`config.mk`:
```
export PLATFORM = sky130hd
export DESIGN_NAME = dpc_project
export DESIGN_NICKNAME = d
export VERILOG_FILES = /design/src/hw/rtl/dpc_pkg.sv /design/src/hw/rtl/dpc_project.sv
export SDC_FILE = /design/constraint.sdc
export NUM_CORES = 1
export LEC_CHECK = 0
export BUFFER_PORTS_ARGS = -buffer_cell sky130_fd_sc_hd__buf_4
export CORE_UTILIZATION = 55
export DETAILED_ROUTE_END_ITERATION = 16
export PLACE_DENSITY = 0.82
export SYNTH_ARGS = -nofsm -noshare
export SYNTH_HDL_FRONTEND = slang
export SYNTH_SLANG_ARGS = --single-unit
```
`constraint.sdc`:
```
create_clock -name vclk -period 5
set_clock_uncertainty 0.2 [all_clocks]
set_input_delay 0.5 -clock vclk [all_inputs]
set_output_delay 0.5 -clock vclk [all_outputs]
set_load 0.01 [all_outputs]
```
`src/hw/rtl/dpc_pkg.sv`:
```
// ----------------------------------------------------------------------------
// dpc_pkg
// Shared types and constants of the depth to point cloud converter: transfer
// payloads, configuration bundle and register map.
// ----------------------------------------------------------------------------
package dpc_pkg;

    // register map, index = byte address / 4
    typedef enum logic [2:0] {
        REG_SAMPLE_INTERVAL = 3'd0,
        REG_DEPTH_LIMIT     = 3'd1,
        REG_INVERSE_SCALE   = 3'd2,
        REG_CENTER_X        = 3'd3,
        REG_CENTER_Y        = 3'd4,
        REG_INVERSE_FOCAL_X = 3'd5,
        REG_INVERSE_FOCAL_Y = 3'd6
    } reg_index_t;

    localparam int ADDR_WIDTH = 5;
    localparam int DATA_WIDTH = 32;

    // reset values of the configuration registers
    localparam logic [6:0]  RST_SAMPLE_INTERVAL = 7'd1;
    localparam logic [15:0] RST_DEPTH_LIMIT     = 16'd65535;
    localparam logic [23:0] RST_INVERSE_SCALE   = 24'd16777;
    localparam logic [15:0] RST_CENTER_X        = 16'd5120;
    localparam logic [15:0] RST_CENTER_Y        = 16'd3840;
    localparam logic [23:0] RST_INVERSE_FOCAL   = 24'd32263;

    // pixel index bits resolved per remainder stage
    localparam int REM_STEP_BITS = 4;

    // fixed rounding of the ray and coordinate products
    localparam logic [39:0] RAY_HALF   = 40'd2048;
    localparam logic [58:0] COORD_HALF = 59'd32768;

    typedef struct packed {
        logic [6:0]  sample_interval;
        logic [15:0] depth_limit;
        logic [23:0] inverse_scale;
        logic [15:0] center_x;
        logic [15:0] center_y;
        logic [23:0] inverse_focal_x;
        logic [23:0] inverse_focal_y;
    } cfg_t;

    typedef struct packed {
        logic [11:0] pixel_col;
        logic [11:0] pixel_row;
        logic [15:0] raw_depth;
        logic [7:0]  blue_in;
        logic [7:0]  green_in;
        logic [7:0]  red_in;
    } pixel_t;

    typedef struct packed {
        logic signed [31:0] point_x;
        logic signed [31:0] point_y;
        logic [30:0]        point_z;
        logic [7:0]         red_out;
        logic [7:0]         green_out;
        logic [7:0]         blue_out;
    } point_t;

endpackage

```
`src/hw/rtl/dpc_project.sv`:
```
// ----------------------------------------------------------------------------
// dpc_project
// Coordinate rounding: ray times depth product rounded half away from zero,
// sign applied and clipped to the signed 32-bit range.
// ----------------------------------------------------------------------------
module dpc_project
    import dpc_pkg::*;
(
    input  logic [58:0]        prod,
    input  logic               neg,
    output logic signed [31:0] coord
);

    logic [58:0] rounded;
    logic [42:0] mag;

    assign rounded = prod + COORD_HALF;
    assign mag     = rounded[58:16];

    // saturate magnitude then negate
    always_comb
    begin
        if (!neg)
        begin
            coord = (mag > 43'h07FFFFFFF) ? 32'sh7FFFFFFF : signed'(mag[31:0]);
        end
        else if (mag >= 43'h080000000)
        begin
            coord = 32'sh80000000;
        end
        else
        begin
            coord = signed'(32'd0 - mag[31:0]);
        end
    end

endmodule

```
### Word-level counts from Yosys, hierarchy flattened

Cells that the tools add are included.

| word-level totals | value |
|---|---|
| output and inout bits | 32 |
| bits in registers | 0 |
| word-level logic and storage cells | 7 |
| ROM bits | 0 |
| memory bits (writable) | 0 |
| memories | 0 |
| bits in latches | 0 |

| cells by class | value |
|---|---|
| divide/modulo/power cells | 0 |
| shifts and indexed selects | 0 |
| reductions and logical operators | 0 |
| equal/unequal tests | 0 |
| add/subtract/negate cells | 2 |
| magnitude comparators | 2 |
| multipliers | 0 |
| bitwise gates (word level) | 0 |
| mux-type cells | 3 |

Operators by type and width:

| cell | count |
|---|---|
| $mux W32 | 3 |
| $add A59 B16 Y59 const B | 1 |
| $ge A43 B32 Y1 const B | 1 |
| $gt A43 B31 Y1 const B | 1 |
| $sub A1 B32 Y32 const A | 1 |

### Longest topological paths before layout

| depth | value |
|---|---|
| depth after elaboration | 4 |
| gate-level depth with buffers | 12 |

### Least setup slack after synthesis

OpenSTA, ideal clock, no wires.

| timing path | value |
|---|---|
| path type | input -> output |
| from | input port prod[15] |
| to | output port coord[6] |
| arrival | 3332 ps |
| stages | 11 |
| path slack | 968 ps |
| required time | 4300 ps |
| cell sequence | ha_1 > buf_2 > nand3_2 > nor3_2 > nand4_1 > xor2_1 > or4_4 > nor4_4 > nor3_4 > buf_6 > a2111oi_2 |

| on the way | value |
|---|---|
| word-level cells in the longest chain between the ends | 4 |

Ends and longest elaborated chain:

| element | RTL line | RTL |
|---|---|---|
| from (decl) | dpc_project.sv:9 | `input logic [58:0] prod,` |
| $add A59 B16 Y59 (*) | dpc_project.sv:17 | `assign rounded = prod + COORD_HALF;` |
| $gt A43 B31 Y1 (tied with other cells) | dpc_project.sv:25 | `coord = (mag > 43'h07FFFFFFF) ? 32'sh7FFFFFFF : signed'(mag[31:0]);` |
| $mux W32, on equally long branches | dpc_project.sv:25, dpc_project.sv:27 |  |
| $mux W32 (*) | dpc_project.sv:23 | `if (!neg)` |
| to (decl) | dpc_project.sv:11 | `output logic signed [31:0] coord` |

Mark *: on every way between the ends. The rest lies on a longest branch, timed or not.

### Worst setup path in the final report

| timing path | value |
|---|---|
| from | input port prod[15] |
| to | output port coord[12] |

Same word-level chain as after synthesis.

==> results.cfg <==
[clocking]
hold_buffers = 0
cts_resized = 0
post-cts-setup-buffers = 0

[timing]
finalSetupTns_ns = 0
tightestPinTransition_ns = 1.108
rsz0062_at_grt = false
finalCriticalPeriod_ns = 4.612
slew_violations = 0
holdWs_ns = 1.314
setup_ws_ns = 0.3880
slew_headroom_pct = 26.10
setup_violations = 0
period_share_pct = 92.24
max_freq_mhz = 216.8
hold_viol = 0

[final_layout]
seqCellArea_um2 = 0
fin_nets = 551
nClkBuffers = 0
instances_no_fill = 556
fin_util_pct = 68.79
n_antenna_cell = 0
final_common_cell = buf_4
layout_common_cells = 87 x buf_4, 42 x nand2_1, 32 x nand4_1, 32 x nor2_1, 24 x xnor2_1
final_layout_size_suffix_gt1_share_pct = 25.10
flops_and_latches = 0
fin_area_um2 = 3491
area_delta_synth_final_pct = 20.57
multi_input_area_um2 = 2724
fillers = 487

[critical_path]
worstPathMaxFanout = 11
crit_required_ns = 4.30
cp.arrival_ns = 3.91
start_kind = primary input
path_class = in -> out
cp-end-kind = primary output

[power]
p_leak_nw = 1.250
ir_drop_mv = 0.05452
p_per_area_nw_per_um2 = 62.31
p_total_mw = 0.2175

[global_routing]
grt-ovfl-total = 0
grt_max_degree = 47
antenna_found_initial = 0
grt_pass1_vias = 3089
grt_pass1_wl_mm = 14.90
grt_usage_pct = 33.62

[floorplan]
die_h_um = 74.56
dieArea_um2 = 5558
ios = 92
core_area_um2 = 5075
die_w_um = 74.56
start_util_pct = 57.05
num_rows = 26

[hold_path]
hold_path.startpoint = prod[26]
hold_path_end = coord[10]
hold_depth = 4
hp-class = in -> out

[placed_design]
placed_area_um2 = 3491
routabilityCongestion = 0.9517
port_buffers = 77
preCtsSetupSlack_ns = 0.4112
hpwlAfterDp_mm = 7.550
place_inst = 556

[route]
via_count = 3679
wl_per_cell_um = 16.88
viasPerCell = 6.617
drc = 0
antenna_left = 0
wl_met1_mm = 4.400
drt-total-wl_mm = 9.385
wl_met2_mm = 4.249
met3_length_um = 653
topRoutingLayerUsed = met4
first_iter_violations = 260
drt-pass1-iter-count = 5

[status]
outcome = completed

[synth]
avgSynthCellArea_um2 = 6.749
ys_types = 70
synth_area_leaders = xnor2_1 7.3%, nand4_1 6.9%, xor2_1 5.7%
synthesis.nets = 492
yosysWarningCount = 0
synth_top_area_cell = xnor2_1
yosys.area.top_type_share_pct = 7.260
syn_inst = 429
synth_area_um2 = 2895
ys_seq_area_share_pct = 0

[job]
cap_violations = 0
## cells in the mapped netlist (2+ instances only)
cell / number
a211oi_1: 9
nand4b_1: 4
a41o_1: 2
ha_1: 3
buf_2: 11
buf_4: 4
or3_1: 5
a2111oi_2: 11
o211ai_1: 7
inv_1: 6
nor2b_1: 7
nor2_1: 32
o21ai_0: 7
and4_1: 14
a21oi_1: 13
nand4_1: 32
mux2_2: 6
xor2_1: 19
nand2b_1: 3
nand2_1: 42
a221oi_2: 2
or4_1: 9
nor3b_1: 3
xnor2_1: 24
and3_1: 14
a22oi_1: 2
clkbuf_1: 11
mux2i_1: 6
nor4_1: 17
buf_1: 3
o22ai_1: 12
nand3_2: 3
and2_1: 8
o31ai_1: 5
nand3_1: 17
nor3_1: 22
## layout make-up
type | count | share of cell area, %
inverter | 7 | 0.7527
multi-input combinational | 392 | 78.03
tap | 70 | 2.509
timing repair buffer | 87 | 18.71
## worst max-delay path, stage by stage
cell and delay (ns):
buf_4 0.11, ha_1 0.34, nand3_2 0.23, or3_1 0.59, nor3_1 0.37, a21oi_1 0.07
or4_4 0.44, nor4_4 0.43, nor3_4 0.05, buf_4 0.21, a2111oi_2 0.37, buf_4 0.18
## layer usage
layer	up-vias	track usage [%]
li1	1810	-
met1	1699	51.17
met2	162	53.55
met3	8	1.084
met4	0	4.193
met5	-	0
## worst max path at each step
stage	slack, ns	endpoint	from	depth (start not counted)
global placement	0.45	coord[12]	prod[15]	12
CTS	0.40	coord[12]	prod[15]	12
floorplan	0.97	coord[6]	prod[15]	11
finish	0.39	coord[12]	prod[15]	12
global route	0.21	coord[29]	prod[15]	11
detailed placement	0.41	coord[12]	prod[15]	12
## kinds of logic after synthesis
| group | after synthesis | share of synthesized area (%) |
|---|---|---|
| AO/OA/AOI/OAI | 87 | 24.46 |
| XOR/XNOR | 43 | 13.01 |
| adder cells (fa/ha/maj) | 3 | 1.297 |
| buffers and inverters | 37 | 6.050 |
| multiplexers | 13 | 4.797 |
| AND/OR/NAND/NOR | 246 | 50.39 |
## where the power goes
part           internal [mW]  switching, mW  total (mW)
clock network              0              0           0
registers                  0              0           0
logic                 0.0916          0.126       0.218
total                 0.0916          0.126       0.218
Note: power is estimated with default switching activity, not from simulation.
