`config.mk`:
```
export PLATFORM = sky130hd
export DESIGN_NAME = dpc_rem_stage
export DESIGN_NICKNAME = d
export VERILOG_FILES = /design/src/hw/rtl/dpc_pkg.sv /design/src/hw/rtl/dpc_rem_stage.sv
export SDC_FILE = /design/constraint.sdc
export NUM_CORES = 1
export LEC_CHECK = 0
export BUFFER_PORTS_ARGS = -buffer_cell sky130_fd_sc_hd__buf_2
export CORE_ASPECT_RATIO = 1.5
export CORE_MARGIN = 2
export CORE_UTILIZATION = 56
export DETAILED_ROUTE_END_ITERATION = 10
export PLACE_DENSITY = 0.86
export SETUP_SLACK_MARGIN = 0.5
export SYNTH_ARGS = -nofsm -noshare
export SYNTH_HDL_FRONTEND = slang
export SYNTH_SLANG_ARGS = --single-unit
```
`constraint.sdc`:
```
create_clock -name vclk -period 8.3
set_clock_uncertainty 0.15 [all_clocks]
set_input_delay 0.83 -clock vclk [all_inputs]
set_output_delay 0.83 -clock vclk [all_outputs]
set_load 0.05 [all_outputs]
```
`src/hw/rtl/dpc_pkg.sv`:
```
// ----------------------------------------------------------------------------
// dpc_pkg
// Shared types and constants of the depth to point cloud converter: transfer
// payloads, configuration bundle and register map.
// ----------------------------------------------------------------------------
package dpc_pkg;

    // register map, index = byte address / 4
    typedef enum logic [2:0] {
        REG_SAMPLE_INTERVAL = 3'd0,
        REG_DEPTH_LIMIT     = 3'd1,
        REG_INVERSE_SCALE   = 3'd2,
        REG_CENTER_X        = 3'd3,
        REG_CENTER_Y        = 3'd4,
        REG_INVERSE_FOCAL_X = 3'd5,
        REG_INVERSE_FOCAL_Y = 3'd6
    } reg_index_t;

    localparam int ADDR_WIDTH = 5;
    localparam int DATA_WIDTH = 32;

    // reset values of the configuration registers
    localparam logic [6:0]  RST_SAMPLE_INTERVAL = 7'd1;
    localparam logic [15:0] RST_DEPTH_LIMIT     = 16'd65535;
    localparam logic [23:0] RST_INVERSE_SCALE   = 24'd16777;
    localparam logic [15:0] RST_CENTER_X        = 16'd5120;
    localparam logic [15:0] RST_CENTER_Y        = 16'd3840;
    localparam logic [23:0] RST_INVERSE_FOCAL   = 24'd32263;

    // pixel index bits resolved per remainder stage
    localparam int REM_STEP_BITS = 4;

    // fixed rounding of the ray and coordinate products
    localparam logic [39:0] RAY_HALF   = 40'd2048;
    localparam logic [58:0] COORD_HALF = 59'd32768;

    typedef struct packed {
        logic [6:0]  sample_interval;
        logic [15:0] depth_limit;
        logic [23:0] inverse_scale;
        logic [15:0] center_x;
        logic [15:0] center_y;
        logic [23:0] inverse_focal_x;
        logic [23:0] inverse_focal_y;
    } cfg_t;

    typedef struct packed {
        logic [11:0] pixel_col;
        logic [11:0] pixel_row;
        logic [15:0] raw_depth;
        logic [7:0]  blue_in;
        logic [7:0]  green_in;
        logic [7:0]  red_in;
    } pixel_t;

    typedef struct packed {
        logic signed [31:0] point_x;
        logic signed [31:0] point_y;
        logic [30:0]        point_z;
        logic [7:0]         red_out;
        logic [7:0]         green_out;
        logic [7:0]         blue_out;
    } point_t;

endpackage

```
`src/hw/rtl/dpc_rem_stage.sv`:
```
// ----------------------------------------------------------------------------
// dpc_rem_stage
// Restoring remainder slice: shifts a few index bits into a partial
// remainder modulo the sampling interval, one compare and subtract per bit.
// ----------------------------------------------------------------------------
module dpc_rem_stage
    import dpc_pkg::*;
(
    input  logic [6:0]               rem_in,
    input  logic [REM_STEP_BITS-1:0] bits,
    input  logic [6:0]               divisor,
    output logic [6:0]               rem_out
);

    always_comb
    begin
        logic [7:0] trial;
        logic [6:0] part;
        part = rem_in;
        for (int i = REM_STEP_BITS - 1; i >= 0; i--)
        begin
            trial = {part, bits[i]};
            if (trial >= {1'b0, divisor})
            begin
                trial = trial - {1'b0, divisor};
            end
            part = trial[6:0];
        end
        rem_out = part;
    end

endmodule

```
==> summary.md, run 1 <==
| Metric | Value |
|---|---|
| Status | `stopped before the end` |
| Exit stage | `5_1_grt` |
| Error | `[ERROR GRT-0232] Routing congestion too high. Check the congestion heatmap in the GUI.` |
| WEP type | `output port` |
| Post-synth top area cell | `ha_1` |
| HPWL Detailed | `approximately 4500 µm` |
| Placed insts | `around 320` |
| Yosys warnings | `0` |
| Seq/Total Area, Yosys | `0` |
| Post-Syn Area | `between 0.0015 and 0.002 mm²` |
| GRT Total Usage | `0.892` |
| Largest net degree at the start of global routing | `9` |
| RD Place Congestion | `around 0.91` |
| Cells after Synth | `~230` |
| Synth cell types | `51` |
| GR repair worst EP | `rem_out[0]` |
| Syn Nets | `276` |
| Synth top area cells | `ha_1, o21ai_0, inv_1` |
| Die Width | `48.7 µm` |
| Starting Density | `0.582` |
| Mean area per synthesized cell | `around 7.4 µm²` |
| Synth top area share | `0.209` |
| Height of the die | `71.1 µm` |
| Port Buf Inserts | `25` |
| Num ports | `25` |
| Grt ovf | `about 230` |
| Rows | `24` |
## logic make-up after synthesis
| group | synth area share |
|---|---|
| buffers and inverters | 0.0671 |
| AND/OR/NAND/NOR | 0.236 |
| multiplexers | 0.0715 |
| AO/OA/AOI/OAI | 0.301 |
| adder cells (fa/ha/maj) | 0.256 |
| XOR/XNOR | 0.0678 |
## timing repair
action,CTS
setup endpoints to repair,7
gates resized for setup,46
gates cloned,0
pin swaps,22
hold buffers,0
buffers inserted,20
## synthesized netlist by cell type, types with 3 or more instances
cell type  number
a21oi_1        11
nand2_1        22
xor2_1          7
nor3_1          3
nor2b_1         7
fa_1            4
nand2b_1        9
nor2_1          9
ha_1           28
xnor2_1         6
o21ai_0        18
mux2_2          4
a211oi_1        3
nand3_1         9
a21o_1          6
buf_2           3
inv_1          23
o221ai_1        3
mux2i_1         6
## per-layer routing
metal / track usage / overflow
met1: 0.826 / 0
met2: 1.23 / 171
met3: 0.536 / 4
met4: 1.07 / 58
met5: 0.0303 / 0
## through the flow
step | utilization | TNS, ns | setup slack (ns) | cell area (µm²)
floorplan | - | 0 | 0.313 | 1890
global placement | 0.805 | 0 | 0.154 | 2320
detailed placement | 0.805 | -0.225 | -0.0640 | 2320
CTS | 0.909 | 0 | 0.314 | 2620
==> run 2: changes to the inputs <==
--- a/config.mk
+++ b/config.mk
@@ -6,12 +6,10 @@
 export NUM_CORES = 1
 export LEC_CHECK = 0
 export BUFFER_PORTS_ARGS = -buffer_cell sky130_fd_sc_hd__buf_2
-export CORE_ASPECT_RATIO = 1.5
 export CORE_MARGIN = 2
-export CORE_UTILIZATION = 56
+export CORE_UTILIZATION = 40
 export DETAILED_ROUTE_END_ITERATION = 10
-export PLACE_DENSITY = 0.86
-export SETUP_SLACK_MARGIN = 0.5
+export PLACE_DENSITY_LB_ADDON = 0.15
 export SYNTH_ARGS = -nofsm -noshare
 export SYNTH_HDL_FRONTEND = slang
 export SYNTH_SLANG_ARGS = --single-unit
==> constraint.sdc (replaced) <==
create_clock -name vclk -period 10.8
set_clock_uncertainty 0.15 [all_clocks]
set_input_delay 1.08 -clock vclk [all_inputs]
set_output_delay 1.08 -clock vclk [all_outputs]
set_load 0.05 [all_outputs]
==> run 2 against run 1 <==
The flow now finishes without violations. Synthesized cell count stayed put. Synthesized area stayed put.
==> summary.md, run 2 <==
| Metric | Value |
|---|---|
| Num ports | `25` |
| 1st-iter DRT viols | `a little over 70` |
| Finish-stage setup viols | `0` |
| Number of global-route vias before repair | `approximately 1600` |
| GRT Total Usage | `0.189` |
| Status | `complete, no violations` |
| # diodes | `0` |
| Die Width | `around 69 µm` |
| Total wire length | `~4300 µm` |
| Final Util | `0.459` |
| DR WL/cell | `~15 µm` |
| Setup CP Type | `input port to output port` |
| Post-CTS sizing | `0` |
| Cts hold-fix bufs | `0` |
| Multi-input logic area | `approximately 0.0016 mm²` |
| Final Hold Viols | `0` |
| Critical path endpoint category | `output port` |
| Worst Max-Slew Pin Slew | `~0.63 ns` |
| Most numerous cell in the Yosys netlist | `ha_1` |
| HPWL Detailed | `between 3000 and 4000 µm` |
| Postcts setup bufs | `0` |
| Core box area | `a little over 0.004 mm²` |
| F_max | `between 100 and 150 MHz` |
| Fillers | `~420` |
| Slowest cell on the critical path | `o32ai_1` |
| Crit path launch type | `input port` |
| Arr. time, crit path | `roughly 9 ns` |
| FFs & Latches | `0` |
| Final Cell Area | `about 0.0018 mm²` |
| DP Area | `~0.0018 mm²` |
| CP peak stage delay | `about 0.6 ns` |
| Synth top area cells | `ha_1, o21ai_0, inv_1` |
| Largest net degree at the start of global routing | `15` |
| Mean area per synthesized cell | `roughly 7.4 µm²` |
| Most frequent cells in the layout | `ha_1, buf_2, inv_1` |
| Yosys warnings | `0` |
| Synth top cells by count | `ha_1, inv_1, nand2_1, o21ai_0, a21oi_1` |
| Synth cell types | `between 50 and 60` |
| DRT Pass-1 Iters | `4` |
| Initial antenna violation count | `0` |
| Syn Nets | `276` |
| Worst-path maximum fanout | `14` |
| Post-Syn Area | `roughly 0.0017 mm²` |
| Slew Limit Fails | `0` |
| Final nets | `300` |
| Buf/Inv on CP | `5` |
| Seq/Total Area, Yosys | `0` |
| Post-route DRC | `0` |
| Slew headroom | `0.576` |
| Antenna Violating Nets Remaining | `0` |
| Placed insts | `a little under 300` |
| Fin crit share | `0.925` |
| WP data required | `about 9.6 ns` |
| Family with the most delay on the worst path | `compound AO/OA/AOI/OAI gates` |
| DR vias | `between 1500 and 2000` |
| Finished Layout Cells | `298` |
| Layout cell share with drive strength beyond 1 | `0.149` |
| Dominant cell type by count on the critical path | `ha_1` |
| Layout area overhead | `10.1%` |
| Minimum clock period | `between 9 and 10 ns` |
| Port Buf Inserts | `25` |
| Setup TNS Final | `0 ns` |
| Grt ovf | `0` |
| Post-synth top area cell | `ha_1` |
| Rows | `23` |
| Synth top area share | `0.209` |
| Reg area | `0 µm²` |
| Vias/cell | `roughly 5.7` |
| RD Place Congestion | `between 0.8 and 0.9` |
| Commonest non-fill, non-tap cell in the layout | `ha_1` |
| Max-cap viol count | `0` |
| Clock buffers | `0` |
| RSZ-0062 raised after global routing | `no` |
| Starting Density | `0.417` |
| Global-route wire length before repair | `approximately 7100 µm` |
| Height of the die | `~69 µm` |
| Full die area | `0.00473 mm²` |
| Hold Path Class | `input port to output port` |
| Cells after Synth | `about 230` |
[run 2: cells by family (layout without fill, tap and decap cells)]
| kind of cell | Yosys count | in the layout | synth area share |
|---|---|---|---|
| simple gates | 74 | 74 | 0.236 |
| mux | 11 | 11 | 0.0715 |
| xor+xnor | 13 | 13 | 0.0678 |
| buf+inv | 27 | 49 | 0.0671 |
| compound gates | 69 | 69 | 0.301 |
| fa+ha+maj | 32 | 32 | 0.256 |
[run 2: area by class of cell]
class,instances,share of cell area
repair buffers,26,0.0718
multi-input cells,199,0.848
well taps,50,0.0339
inverters,23,0.0467
[run 2: worst paths after layout]
kind,start,endpoint,slack (ns),cells after the start
max,divisor[6],rem_out[2],0.81,31
min,bits[0],rem_out[0],2.43,4
[run 2: routing by layer]
layer	vias up	global-route usage	share of wire
met3	0	0.00162	0.025
li1	888	-	-
met2	21	0.347	0.47
met4	0	0	0
met5	-	0	0
met1	786	0.264	0.51
[run 2: metrics by stage]
| step | setup slack [ns] | hold slack, ns |
|---|---|---|
| finish | 0.814 | 2.43 |
| detailed placement | 0.824 | 2.44 |
| CTS | 0.806 | 2.44 |
| floorplan | 1.22 | 2.39 |
| global route | 0.285 | 2.46 |
| global placement | 0.851 | 2.43 |
Power of run 2 is left out: the tool's default activity adds up to more than one toggle a clock period on the data nets, which glitch-free logic cannot reach.
