## src/hw/rtl/dpc_pkg.sv

```systemverilog
// ----------------------------------------------------------------------------
// dpc_pkg
// Shared types and constants of the depth to point cloud converter: transfer
// payloads, configuration bundle and register map.
// ----------------------------------------------------------------------------
package dpc_pkg;

    // register map, index = byte address / 4
    typedef enum logic [2:0] {
        REG_SAMPLE_INTERVAL = 3'd0,
        REG_DEPTH_LIMIT     = 3'd1,
        REG_INVERSE_SCALE   = 3'd2,
        REG_CENTER_X        = 3'd3,
        REG_CENTER_Y        = 3'd4,
        REG_INVERSE_FOCAL_X = 3'd5,
        REG_INVERSE_FOCAL_Y = 3'd6
    } reg_index_t;

    localparam int ADDR_WIDTH = 5;
    localparam int DATA_WIDTH = 32;

    // reset values of the configuration registers
    localparam logic [6:0]  RST_SAMPLE_INTERVAL = 7'd1;
    localparam logic [15:0] RST_DEPTH_LIMIT     = 16'd65535;
    localparam logic [23:0] RST_INVERSE_SCALE   = 24'd16777;
    localparam logic [15:0] RST_CENTER_X        = 16'd5120;
    localparam logic [15:0] RST_CENTER_Y        = 16'd3840;
    localparam logic [23:0] RST_INVERSE_FOCAL   = 24'd32263;

    // pixel index bits resolved per remainder stage
    localparam int REM_STEP_BITS = 4;

    // fixed rounding of the ray and coordinate products
    localparam logic [39:0] RAY_HALF   = 40'd2048;
    localparam logic [58:0] COORD_HALF = 59'd32768;

    typedef struct packed {
        logic [6:0]  sample_interval;
        logic [15:0] depth_limit;
        logic [23:0] inverse_scale;
        logic [15:0] center_x;
        logic [15:0] center_y;
        logic [23:0] inverse_focal_x;
        logic [23:0] inverse_focal_y;
    } cfg_t;

    typedef struct packed {
        logic [11:0] pixel_col;
        logic [11:0] pixel_row;
        logic [15:0] raw_depth;
        logic [7:0]  blue_in;
        logic [7:0]  green_in;
        logic [7:0]  red_in;
    } pixel_t;

    typedef struct packed {
        logic signed [31:0] point_x;
        logic signed [31:0] point_y;
        logic [30:0]        point_z;
        logic [7:0]         red_out;
        logic [7:0]         green_out;
        logic [7:0]         blue_out;
    } point_t;

endpackage

```

## src/hw/rtl/dpc_regs.sv

```systemverilog
// ----------------------------------------------------------------------------
// dpc_regs
// APB-style configuration register file; every transfer completes at once.
// ----------------------------------------------------------------------------
module dpc_regs
    import dpc_pkg::*;
(
    input  logic                  clk,
    input  logic                  rst_n,
    input  logic                  psel,
    input  logic                  penable,
    input  logic                  pwrite,
    input  logic [ADDR_WIDTH-1:0] paddr,
    input  logic [DATA_WIDTH-1:0] pwdata,
    output logic [DATA_WIDTH-1:0] prdata,
    output logic                  pready,
    output cfg_t                  cfg
);

    cfg_t       cfg_reg;
    cfg_t       cfg_next;
    reg_index_t index;
    logic       wr_en;

    assign index  = reg_index_t'(paddr[ADDR_WIDTH-1:2]);
    assign wr_en  = psel && penable && pwrite;
    assign pready = 1'b1;
    assign cfg    = cfg_reg;

    // register write decode
    always_comb
    begin
        cfg_next = cfg_reg;
        if (wr_en)
        begin
            unique case (index)
                REG_SAMPLE_INTERVAL: cfg_next.sample_interval = pwdata[6:0];
                REG_DEPTH_LIMIT:     cfg_next.depth_limit     = pwdata[15:0];
                REG_INVERSE_SCALE:   cfg_next.inverse_scale   = pwdata[23:0];
                REG_CENTER_X:        cfg_next.center_x        = pwdata[15:0];
                REG_CENTER_Y:        cfg_next.center_y        = pwdata[15:0];
                REG_INVERSE_FOCAL_X: cfg_next.inverse_focal_x = pwdata[23:0];
                REG_INVERSE_FOCAL_Y: cfg_next.inverse_focal_y = pwdata[23:0];
                default:             cfg_next = cfg_reg;
            endcase
        end
    end

    always_ff @(posedge clk or negedge rst_n)
    begin
        if (!rst_n)
        begin
            cfg_reg.sample_interval <= RST_SAMPLE_INTERVAL;
            cfg_reg.depth_limit     <= RST_DEPTH_LIMIT;
            cfg_reg.inverse_scale   <= RST_INVERSE_SCALE;
            cfg_reg.center_x        <= RST_CENTER_X;
            cfg_reg.center_y        <= RST_CENTER_Y;
            cfg_reg.inverse_focal_x <= RST_INVERSE_FOCAL;
            cfg_reg.inverse_focal_y <= RST_INVERSE_FOCAL;
        end
        else
        begin
            cfg_reg <= cfg_next;
        end
    end

    // read back
    always_comb
    begin
        unique case (index)
            REG_SAMPLE_INTERVAL: prdata = {25'd0, cfg_reg.sample_interval};
            REG_DEPTH_LIMIT:     prdata = {16'd0, cfg_reg.depth_limit};
            REG_INVERSE_SCALE:   prdata = {8'd0, cfg_reg.inverse_scale};
            REG_CENTER_X:        prdata = {16'd0, cfg_reg.center_x};
            REG_CENTER_Y:        prdata = {16'd0, cfg_reg.center_y};
            REG_INVERSE_FOCAL_X: prdata = {8'd0, cfg_reg.inverse_focal_x};
            REG_INVERSE_FOCAL_Y: prdata = {8'd0, cfg_reg.inverse_focal_y};
            default:             prdata = '0;
        endcase
    end

endmodule

```

## config.mk

```make
export PLATFORM = sky130hd
export DESIGN_NAME = dpc_regs
export DESIGN_NICKNAME = d
export VERILOG_FILES = /design/src/hw/rtl/dpc_pkg.sv /design/src/hw/rtl/dpc_regs.sv
export SDC_FILE = /design/constraint.sdc
export NUM_CORES = 1
export LEC_CHECK = 0
export BUFFER_PORTS_ARGS = -buffer_cell sky130_fd_sc_hd__buf_4
export CAP_MARGIN = 5
export CORE_MARGIN = 2
export CORE_UTILIZATION = 51
export DETAILED_ROUTE_END_ITERATION = 10
export PLACE_DENSITY = 0.81
export REMOVE_ABC_BUFFERS = 1
export SYNTH_ARGS = -nofsm -noshare
export SYNTH_HDL_FRONTEND = slang
export SYNTH_SLANG_ARGS = --single-unit
```

## constraint.sdc

```tcl
create_clock -name clk -period 1.55 [get_ports clk]
set_input_delay 0.155 -clock clk [delete_from_list [all_inputs] [get_ports clk]]
set_output_delay 0.155 -clock clk [all_outputs]
set_load 0.01 [all_outputs]
```

==> Yosys cells after proc, flatten, opt, wreduce, memory -nomap -nowiden <==
Cells that the tools add are included.
{ "totals": {"register_bits": 127, "output_inout_bits": 160, "word_cells": 24} }
{ "op_classes": {"eq_ne": 6, "n_mux": 1, "n_reduce_logical": 10} }
{ "op_table": {"columns": ["cell", "n"], "rows": [
  ["$pmux 24 s7", 1],
  ["$reduce_and 2->1", 7],
  ["$eq 3x3->1 const B", 3],
  ["$eq 3x2->1 const B", 2],
  ["$eq 3x1->1 const B", 1],
  ["$logic_not 3->1", 1],
  ["$logic_and 1x1->1", 2]
]} }

==> Logic depth before layout (Yosys ltp) <==
Gate-level depths: netlist of run 1.
{ "depth": {"depth_word": 3, "ltp_mapped": 6} }

==> Least setup slack after synthesis of run 1 <==
Ideal clock, no wire load.
{ "synth_timing": {"path_kind": "input port to flip-flop", "startpoint": "input port paddr[3]", "endpoint": "register cfg_reg (netlist bit cfg[53])", "arrival_ps": 1285, "path_slack_ps": 140, "cell_stages": 5, "path_buffers": 2, "cell_sequence": "buf_2 -> nand2b_1 -> nor2_2 -> buf_4 -> mux2_2"} }
{ "synth_via": {"elab_chain_len": 2} }
{ "synth_lines": {"columns": ["item", "line_no", "source"], "rows": [
  ["from (decl)", "dpc_regs.sv:13", "input logic [ADDR_WIDTH-1:0] paddr,"],
  ["$eq 3x3->1", "dpc_regs.sv:36", "unique case (index)"],
  ["$reduce_and 2->1 (no source line)", null, null],
  ["to (signal assigned)", "dpc_regs.sv:63", "cfg_reg <= cfg_next;"],
  ["to (decl)", "dpc_regs.sv:20", "cfg_t cfg_reg;"]
]} }
No other way between the ends.
A chain may end at the register's enable or synchronous reset.

==> Final worst setup path of run 1 <==
{ "layout_timing": {"startpoint": "register cfg_reg (netlist bit cfg[15])", "endpoint": "output port prdata[15]"} }
{ "layout_via": {"elab_chain_len": 1} }
{ "layout_lines": {"columns": ["item", "line_no", "source"], "rows": [
  ["$pmux 24 s7", "dpc_regs.sv:70", "unique case (index)"],
  ["to (decl)", "dpc_regs.sv:15", "output logic [DATA_WIDTH-1:0] prdata,"]
]} }
No other way between the ends.

==> results_dict.tcl, run 1 <==
set metrics [dict create \
    hold_viol_final 0 \
    areaGrowthSynthToFinish_pct 50.25 \
    grt.total_usage 0.2860 \
    period_share 1.134 \
    path_class "reg2out" \
    synth_top_area_frac 0.3371 \
    core_um2 11470 \
    drt.antenna.violating_nets 0 \
    drt_iter0_drc 245 \
    stdcell_count 839 \
    status "finished with violations" \
    vias_per_cell 5.658 \
    wl_per_cell_um 21.77 \
    vdd_drop_max_uv 939.7 \
    violations "setup timing" \
    grt_pass1_wl_um 27640 \
    synth_seq_area_share 0.5381 \
    grt_overflow 0 \
    rows 39 \
    synth_area_leader_cell "dfrtp_1" \
    dp_hpwl_um 11550 \
    crit_arrival_ns 1.60 \
    avgSynthCellArea_um2 13.95 \
    min_period_ns 1.758 \
    muxShareOfSynthArea 0.3094 \
    antenna_found_initial 0 \
    nets 725 \
    switching_share 0.2780 \
    crit_required_ns 1.39 \
    grt_pass1_vias 4936 \
    timing.final.ws_setup_ns -0.2084 \
    multi_input_area_um2 2858 \
    ys_ff_latch 127 \
    die_area_um2 12680 \
    syn-instance-count 431 \
    setup_viol 16 \
    tns_ns -2.453 \
    cts_tree "done" \
    synth_fa_ha_area_frac 0 \
    synth_cell_types 31 \
    h-tree-depth 4 \
    synth_compound_area_frac 0.06638 \
    fillers 696 \
    path_max_fanout 3 \
    syn-cell-area_um2 6013 \
    cp-end-kind "output pin" \
    cts.path.max_buffers 2 \
    power.net_switching_mw 3.443 \
    synth_xor_area_frac 0 \
    clock_skew_ns 0 \
    p_int_mw 8.943 \
    gp_congestion 0.7979 \
    clock_sinks 127 \
    die_width_um 112.6 \
    portBuffers 182 \
    path_clk_slew_ns 0.05 \
    synthSimpleGateAreaFrac 0.04931 \
    antenna-diode-count 0 \
    cts_root_buffer "clkbuf_16" \
    holdWs_ns 0.01207 \
    drt_first_pass_iters 4 \
    numCtsBuffers 17 \
    powerDensity_nw_per_um2 1371 \
    io_pins 202 \
    routed-via-count 4747 \
    rsz0062_at_grt "yes" \
    slew_violations 0 \
    startpoint_type "flip-flop" \
    drc 0 \
    power_frac_comb 0.283 \
    power_mw 12.39 \
    seq_area_um2 3236 \
    routed_wl_um 18260 \
    drv_cap 0 \
    pre_cts_slack_ns -0.007506 \
    grt_max_degree 92 \
    synth_top_family_by_area "multiplexers" \
    die_height_um 112.6 \
    max_freq_ghz 0.5687 \
    yosys_warnings 0 \
    initial_utilization 0.5244 \
    clock_latency_ns 0.42 \
    synth_area_leaders "dfrtp_1 34%, mux2_2 24%, dfstp_2 20%, mux2i_1 4.7%, a22o_1 3.2%" \
    largest_reg_flops 127 \
    dp.cells 764 \
    worst_hold_path_type "in2reg" \
    power_leakage_nw 4.329 \
    seq_power_share 0.379 \
    drive_above_1_share 0.7227 \
    p_clk_frac 0.338 \
]
kinds of logic (layout without fill, tap and decap cells):
| group | after synthesis | in the layout |
|---|---|---|
| mux | 165 | 165 |
| flops | 127 | 127 |
| compound gates | 51 | 51 |
| simple gates | 49 | 49 |
| buf+inv | 37 | 295 |
| other cells | 2 | 9 |
synth_stat cells:
library cell  instances
dfstp_2              46
nand2_1              15
nand3b_1              1
nor2b_1               6
o22a_1                1
clkbuf_1              9
nor2_2                5
o221ai_1              1
a31oi_1              14
a221oi_1              7
mux2i_1              28
nand2b_1              2
o21a_1                1
o21ai_0               1
a22o_1               22
conb_1                2
dfrtp_1              81
mux2_4               10
and4b_1               2
buf_4                11
buf_2                15
a21oi_1               1
nand4b_4              1
nor2_1                2
mux2_2              127
buf_6                 2
or3_1                 2
a22oi_1               2
nand4_2               1
or2_2                12
o211ai_1              1
critical path, cell delays in order (launching register included):
cell and delay [ns]:
dfrtp_1 0.40, mux2_4 0.29, a221oi_4 0.29, a31oi_4 0.06
buf_6 0.14
per-stage QoR:
stage / util / cell area [um^2]
floorplan: - / 5826
global placement: 0.6788 / 7784
detailed placement: 0.6788 / 7784
CTS: 0.7637 / 8757
global route: 0.7879 / 9035
finish: 0.7879 / 9035
power groups by stage:
stage | combinational [mW] | sequential [mW] | clock [mW]
after floorplan | 1.03 | 4.93 | 0
after global placement | 2.90 | 4.69 | 0
after detailed placement | 2.98 | 4.75 | 0
after CTS | 3.29 | 4.66 | 4.21
after global routing | 3.71 | 4.78 | 4.37
final | 3.51 | 4.69 | 4.19
layer usage:
metal  global-route usage  up-vias  part of all wire
li1                     -     2085                 -
met1               0.3462     2460              0.39
met2               0.4978      171              0.53
met3              0.07181       31             0.058
met4              0.09919        0             0.023
met5                    0        -                 0
area by class of cell:
cell class / instances / share of cell area
tap: 143 / 0.01980
sequential: 127 / 0.3581
multi-input combinational: 274 / 0.3163
timing repair buffer: 263 / 0.2371
clock inverter: 13 / 0.01856
clock buffer: 19 / 0.05013
what timing repair did:
action / 4_1_cts / 5_1_grt
setup buffers: 23 / 10
hold buffers: 10 / 0
hold endpoints to repair: 106 / 0
resized for setup: 22 / 29
endpoints found under the setup margin: 17 / 16
pin swaps: 19 / 12
layout by cell type, fill, tap and decap left out, types with 3 or more instances in the layout:
cell type / instances
a22o_1: 22
dlygate4sd3_1: 10
mux2i_1: 27
buf_6: 8
dfrtp_1: 81
clkinv_2: 8
a31oi_4: 8
conb_1: 9
a221oi_2: 3
clkbuf_16: 17
a221oi_4: 3
nand2_1: 15
mux2_2: 121
buf_12: 9
buf_4: 236
dfstp_2: 46
nor2b_1: 6
a31oi_1: 6
nor2_4: 3
bufinv_16: 4
mux2_4: 16
or2_4: 12
worst paths after layout:
path | start | end | slack, ns | depth (start not counted)
max | cfg[15]$_DFFE_PN0P_ | prdata[15] | -0.21 | 4
min | pwdata[14] | cfg[14]$_DFFE_PN1P_ | 0.01 | 2
max reg2reg | cfg[104]$_DFFE_PN1P_ | cfg[104]$_DFFE_PN1P_ | 0.59 | 3
min reg2reg | cfg[65]$_DFFE_PN0P_ | cfg[65]$_DFFE_PN0P_ | 0.53 | 1
max in group asynchronous | rst_n | cfg[13]$_DFFE_PN1P_ | 0.84 | 3
min in group asynchronous | rst_n | cfg[65]$_DFFE_PN0P_ | 0.31 | 3
(Power assumes the default switching activity.)
==> run 2: changes to the inputs <==
--- a/config.mk
+++ b/config.mk
@@ -7,6 +7,7 @@
 export LEC_CHECK = 0
 export BUFFER_PORTS_ARGS = -buffer_cell sky130_fd_sc_hd__buf_4
 export CAP_MARGIN = 5
+export CORE_ASPECT_RATIO = 0.8
 export CORE_MARGIN = 2
 export CORE_UTILIZATION = 51
 export DETAILED_ROUTE_END_ITERATION = 10
==> run 2 against run 1 <==
Net effect: the flow still finishes with violations (setup timing); final cell count rose by 2.3%; final area rose by 0.17%; hold slack improved by 0.0011 ns; maximum frequency decreased by 1.0%; non-clock buffer count grew 13; first-iteration DRC count up 13%; die area is essentially flat; utilization down 0.21 points; combinational power about the same; register-to-register slack got worse by 0.07 ns; sequential power hardly changed; count of clock-buffer cells in the layout rose by 7.
==> results_dict.tcl, run 2 (synthesized netlist as in run 1, its figures left out) <==
set metrics [dict create \
    status "finished with violations" \
    violations "setup timing" \
    gp_congestion 0.8318 \
    timing.rr.end "cfg[32]$_DFFE_PN0P_" \
    min_period_ns 1.777 \
    drt_iter0_drc 277 \
    io_pins 202 \
    endpoint "prdata[10]" \
    numCtsBuffers 17 \
    vdd_drop_max_uv 1184 \
    drc 0 \
    reg2reg_from "cfg[32]$_DFFE_PN0P_" \
    grt_use_met3 0.06900 \
    grt_pass1_vias 4940 \
    crit_required_ns 1.39 \
    areaGrowthSynthToFinish_pct 50.50 \
    die_area_um2 12680 \
    grt.met2_usage 0.4674 \
    cp-end-kind "output pin" \
    cts.path.max_buffers 2 \
    die_width_um 125.4 \
    hold_viol_final 0 \
    worst_hold_path_type "in2reg" \
    die_height_um 101.1 \
    clock_sinks 127 \
    powerDensity_nw_per_um2 1358 \
    routed-via-count 4762 \
    dp_hpwl_um 11890 \
    rsz0062_at_grt "yes" \
    final_cell_mix "252 x buf_4, 124 x mux2_2, 81 x dfrtp_1" \
    drive_above_1_share 0.7268 \
    drt_first_pass_iters 4 \
    period_share 1.146 \
    power_mw 12.29 \
    clock_latency_ns 0.42 \
    worst_pin_slew_ns 0.6676 \
    largest_reg_flops 127 \
    max_freq_ghz 0.5628 \
    rr_worst_depth 3 \
    grt.total_usage 0.2840 \
    rows 35 \
    wl_per_cell_um 21.53 \
    path_class "reg2out" \
    grt_overflow 0 \
    antenna-diode-count 0 \
    clock_skew_ns 0 \
    crit_arrival_ns 1.62 \
    top_usage_layer "met2" \
    grt_pass1_wl_um 27430 \
    path_max_fanout 3 \
    nets 739 \
    timing.final.ws_setup_ns -0.2269 \
    multi_input_area_um2 2810 \
    antenna_found_initial 0 \
    drv_cap 0 \
    slew_violations 0 \
    fillers 670 \
    use_met1 0.3676 \
    cts_tree "done" \
    core_um2 11520 \
    seq_area_um2 3236 \
    setup_viol 18 \
    startpoint_type "flip-flop" \
    cts_root_buffer "clkbuf_16" \
    grt_max_degree 47 \
    h-tree-depth 4 \
    portBuffers 182 \
    slew_headroom 0.5529 \
    r2r_slack_ns 0.52 \
    routed_wl_um 18470 \
    path_clk_slew_ns 0.05 \
    drt.antenna.violating_nets 0 \
    initial_utilization 0.5221 \
    final_common_cell "buf_4" \
    vias_per_cell 5.550 \
    pre_cts_slack_ns -0.1952 \
    startpoint "cfg[10]$_DFFE_PN1P_" \
    power_leakage_nw 4.367 \
]
## run 2: area by class of cell
cell class,count,area share
flip-flops and latches,127,0.3575
multi-input cells,275,0.3105
repair buffers,276,0.2444
clock buffers,26,0.05516
well taps,148,0.02046
clock inverters,6,0.01189
## run 2: how the worst min path moves through the flow
stage,start,endpoint,slack (ns),depth (start not counted)
finish,pwdata[11],cfg[115]$_DFFE_PN1P_,0.01,2
global route,pwdata[13],cfg[93]$_DFFE_PN0P_,0.01,2
detailed placement,rst_n,cfg[100]$_DFFE_PN0P_,0.13,1
global placement,rst_n,cfg[100]$_DFFE_PN0P_,0.13,1
CTS,pwdata[11],cfg[115]$_DFFE_PN1P_,0.009,2
floorplan,rst_n,cfg[100]$_DFFE_PN0P_,-0.14,0
## run 2: worst max-delay path: stages (launching register included)
cell	delay [ns]
dfstp_2	0.38
mux2_2	0.27
a221oi_2	0.31
a31oi_2	0.08
buf_4	0.16
## run 2: power breakdown
group / switching [mW] / leakage [nW] / internal (mW)
registers: 0.547 / 1.52 / 4.15
logic: 1.47 / 2.56 / 2.06
clock network: 1.38 / 0.295 / 2.69
total: 3.39 / 4.37 / 8.90
## run 2: layer usage
| layer | vias up | wire [um] |
|---|---|---|
| li1 | 2100 | - |
| met1 | 2426 | 7858 |
| met2 | 206 | 9181 |
| met3 | 30 | 1050 |
| met4 | 0 | 381 |
| met5 | - | 0 |
## run 2: through the flow
stage / hold slack, ns / TNS [ns] / util / cells / instance area (um^2)
global route: 0.009795 / -3.143 / 0.7858 / 858 / 9050
floorplan: -0.1406 / 0 / - / 401 / 5826
detailed placement: 0.1294 / -6.347 / 0.6803 / 779 / 7835
CTS: 0.008610 / -2.221 / 0.7697 / 846 / 8865
finish: 0.01317 / -2.290 / 0.7858 / 858 / 9050
global placement: 0.1272 / -4.373 / 0.6803 / 779 / 7835
## run 2: timing repair
| item | CTS | global route |
|---|---|---|
| cloned | 0 | 1 |
| hold endpoints to repair | 45 | 0 |
| setup buffers | 27 | 11 |
| hold buffers | 9 | 0 |
| pin swaps | 20 | 11 |
| gates resized for setup | 35 | 16 |
| setup endpoints to repair | 24 | 21 |
